===== src/dcdd_ram.sv =====
// Generic single-port RAM with registered read.
module dcdd_ram #(
  parameter int WIDTH = 8,
  parameter int DEPTH = 16
) (
  input  logic                     clk,
  input  logic [$clog2(DEPTH)-1:0] addr,
  input  logic                     we,
  input  logic [WIDTH-1:0]         wdata,
  output logic [WIDTH-1:0]         rdata
);

  logic [WIDTH-1:0] mem [DEPTH];

  always_ff @(posedge clk) begin
    if (we) begin
      mem[addr] <= wdata;
    end
    rdata <= mem[addr];
  end

endmodule


===== config.mk =====
export PLATFORM = sky130hd
export DESIGN_NAME = dcdd_ram
export DESIGN_NICKNAME = d
export VERILOG_FILES = /design/src/dcdd_ram.sv
export SDC_FILE = /design/constraint.sdc
export NUM_CORES = 1
export LEC_CHECK = 0
export BUFFER_PORTS_ARGS = -buffer_cell sky130_fd_sc_hd__buf_2
export CAP_MARGIN = 25
export CORE_MARGIN = 2
export CORE_UTILIZATION = 50
export DETAILED_ROUTE_END_ITERATION = 8
export PLACE_DENSITY = 0.67
export SYNTH_ARGS = -nofsm -noshare
export SYNTH_HDL_FRONTEND = slang
export SYNTH_SLANG_ARGS = --single-unit

===== constraint.sdc =====
create_clock -name clk -period 3.7 [get_ports clk]
set_clock_uncertainty 0.2 [all_clocks]
set_input_delay 1.11 -clock clk [delete_from_list [all_inputs] [get_ports clk]]
set_output_delay 1.11 -clock clk [all_outputs]
set_load 0.01 [all_outputs]

==> results.md <==
Route:
- For this run, design rule violations remaining after detail routing come to 0.
- The number of iterations in the first detailed-routing pass is 6.
- The routed design has 9431 um of wire.
- For this block, the initial DRC count from the detailed router was 151.
- Detailed routing inserted a total of 2424 vias.
- Dividing the detail-routed wire length by the instance count gives 22.14 um.
- The detail route stage leaves a number of antenna-violating nets equal to 0.
- After detailed routing, the number of vias per cell comes to 5.690.

Synth:
- The most common cell in the synthesized netlist is edfxtp_1.
- The post-synthesis average cell area is 22.03 um2.
- Summing the sequential cell areas from Yosys gives 79.01% of the chip area.
- By area the synthesized netlist is led by edfxtp_1, mux4_2, dfxtp_1, a22oi_1, nor2_1.
- The commonest cells after synthesis are edfxtp_1, mux4_2, a22oi_1.
- The synthesized netlist cell count is 230.
- The number of different library cells in the post-synthesis netlist is 18.
- Of all flip-flops after synthesis, the portion carrying an async set or reset was 0%.
- The synthesized design contains 128 enable-type register cells.
- The cell area that synthesis handed to floorplanning was 5067 um2.
- The number of warnings printed during yosys synthesis is 0.
- The synthesized design devotes to its leading area cell type 75.85% of total area.
- When the netlist entered floorplanning its net count stood at 244.
- Of all cell types, the one taking the most synthesized area is edfxtp_1.
- In the synthesized netlist the dominant register cell turns out to be edfxtp_1.
- The number of flip-flops and latches in the synthesized netlist is 136.

Floorplan:
- For this design the top-level I/O count stands at 22.
- The initial core utilization is 51.61%.
- The row count is 36.
- The die covers 10960 um2.
- The floorplan step set the die width to 104.7 um.
- The die span in y is 104.7 um.
- The floorplan step defined a core boundary enclosing 9819 um2.

Cells and area:
- The final design utilization is 60.77%.
- The area growth from synthesis to layout is 17.75%.
- 0 antenna diodes ended up in the layout.
- At the end of the flow, the number of nets in the layout was 295.
- The proportion of layout cells with a drive suffix above 1 is 34.13%.
- The cell area after layout is 5967 um2.

Setup path:
- The largest driver fanout on the critical path is 20.
- The type of the worst setup path is input pin to flip-flop.
- Data on the critical path is required at its endpoint by 3.90 ns.
- The worst setup path is launched from an input pin.
- For this design, the slowest cell found on the critical path is mux4_2.
- The data arrival time at the worst-slack endpoint is 2.78 ns.
- The category of cells accounting for the largest share of critical-path delay is buffers and inverters.
- The endpoint class of the critical path is a flip-flop.
- The delay contributed by the slowest stage of the critical path is 0.52 ns.
- The number of buffer and inverter instances along the worst setup path is 2.
- Traced cell by cell, the critical path runs through buf_2 > buf_4 > mux4_2 > a22oi_1 > nand2_1.

Power:
- Summing internal, switching and leakage power gives 3335 uW.
- Power spread over the standard cell area amounts to 558.9 nW/um2.
- The leakage power summed over all cells is 0.001975 uW.
- The fraction of power consumed by combinational cells is 4.8%.
- The relative contribution of sequential cells to total power is 52.0%.
- The worst IR drop on VDD is 0.2542 mV.
- In this run, the clock network consumes 43.2% of the power.
- Net switching is 20.06% of the power.
- The power dissipated by switching net loads is 668.8 uW.
- Internal power comes to 2666 uW.

STA:
- The worst pin sits at a relative slew slack of 46.16%.
- Static timing analysis puts the maximum clock frequency at 0.3871 GHz.
- Setup repair after global routing left no endpoint under its margin.
- The shortest period the worst path allows is 2.584 ns.
- The hold violation count in the final report is 0.
- The max-slew violation count came to 0.
- Final hold analysis gives a worst-case slack of 0.4757 ns.
- At the pin with the least slew margin, the transition time is 0.8060 ns.
- The fraction of the cycle the final worst path needs is 69.83%.
- The number of endpoints failing setup at the final stage is 0.
- The total negative setup slack is 0 ns.

GRT:
- The overall track demand over capacity in global routing is 18.65%.
- The total overflow left after global routing is 0.
- The pin count of the biggest net entering global routing is 21.
- The global-route wire length before repair is 14360 um.
- The via count of the first global-routing pass is 2478.
- The initial antenna violation count is 0.

Place:
- The cell area after placement is 5456 um2.
- Input and output buffers added on the ports amount to 21.
- At the end of routability-driven placement, the weighted congestion stood at 0.7550.
- The final HPWL from detailed placement is 5977 um.

Clock tree:
- The buffer count from post-CTS setup fixing is 0.
- Post-CTS repair changed the size of 0 cells.
- Clock-pin slew was measured on the worst setup and hold paths at 0.06 ns.
- Clock latency on the worst-skew pair, taken at its later pin, is 0.52 ns.
- TritonCTS built the clock tree.
- Counting the buffers created by CTS gives 17.
- The clock drives 136 sinks.
- Hold repair after CTS inserted 0 buffers.
- Counting along the longest clock path gives a buffer depth of 2.
- The H-tree was split into 4 levels.
- The cell sitting at the root of the clock tree is a clkbuf_8.

Status:
- The flow ran to the end, and the final reports show no timing, DRC or antenna violations.

Run:
- Across the run, the number of max-cap violations was 0.

Worst hold path:
- The class of the tightest hold or removal check is flip-flop to flip-flop.
[worst paths after layout]
path	startpoint	endpoint	slack [ns]	cells past startpoint
max	addr[0]	rdata[2]	1.12	5
min reg2reg	mem[14][0]	rdata[0]	0.48	3
max reg2reg	mem[3][4]	rdata[4]	2.12	3
min	mem[14][0]	rdata[0]	0.48	3
[metrics by stage]
stage                     std cells  setup slack (ns)
final                           426             1.116
after global routing            426            0.9644
after CTS                       426             1.119
after detailed placement        395            0.5669
after global placement          395            0.6195
after floorplan                 230            0.8970
[sequential cells by signal, indices dropped and copies added (netlist names)]
| signal | cells |
|---|---|
| mem | 128 |
| rdata | 8 |
[area by class of cell]
| type | instances | area (um2) |
|---|---|---|
| clock buffers | 21 | 429.2 |
| well taps | 133 | 166.4 |
| repair buffers | 43 | 282.8 |
| multi-input cells | 83 | 1003 |
| clock inverters | 10 | 81.33 |
| fillers | 722 | 3852 |
| flip-flops and latches | 136 | 4004 |
[cells by family after synthesis]
group	count (synthesis)	share of synthesized area, %
flops	136	79.01
simple gates	35	3.210
mux	32	14.22
compound gates	16	2.370
buf+inv	11	1.185
[placed cells by master, fill, tap and decap left out]
cell type,Yosys,final
a22oi_1,16,16
and2_1,1,1
buf_12,0,1
buf_2,2,21
buf_4,0,21
bufinv_16,0,1
clkbuf_1,2,4
clkbuf_16,0,16
clkbuf_8,0,1
clkinv_1,0,3
clkinv_2,0,2
clkinvlp_4,0,4
dfxtp_1,8,8
edfxtp_1,128,128
mux4_2,32,32
nand2_1,9,9
nand2b_1,2,2
nand3_1,1,1
nand3b_1,2,2
nor2_1,13,13
nor2b_1,2,2
nor3_1,4,4
or3b_2,1,1
[layer usage]
layer | track usage, % | vias to the layer above | wire (um)
met4 | 6.571 | 0 | 108
met5 | 0 | - | 0
met3 | 6.051 | 8 | 497
li1 | - | 1065 | -
met2 | 29.13 | 69 | 4695
met1 | 24.99 | 1282 | 4130
[tightest hold or removal path: stages, from the launching register on]
cell	delay (ns)
edfxtp_1	0.31
mux4_2	0.23
a22oi_1	0.06
nand2_1	0.05
[power groups by stage]
stage                     Sequential (uW)  Clock, uW  Combinational (uW)
final                                1730       1440                 161
after global routing                 1740       1530                 174
after CTS                            1730       1460                 163
after detailed placement             1760          0                 163
after global placement               1760          0                 161
after floorplan                      1770          0                88.7
Note: power is estimated with default switching activity, not from simulation.
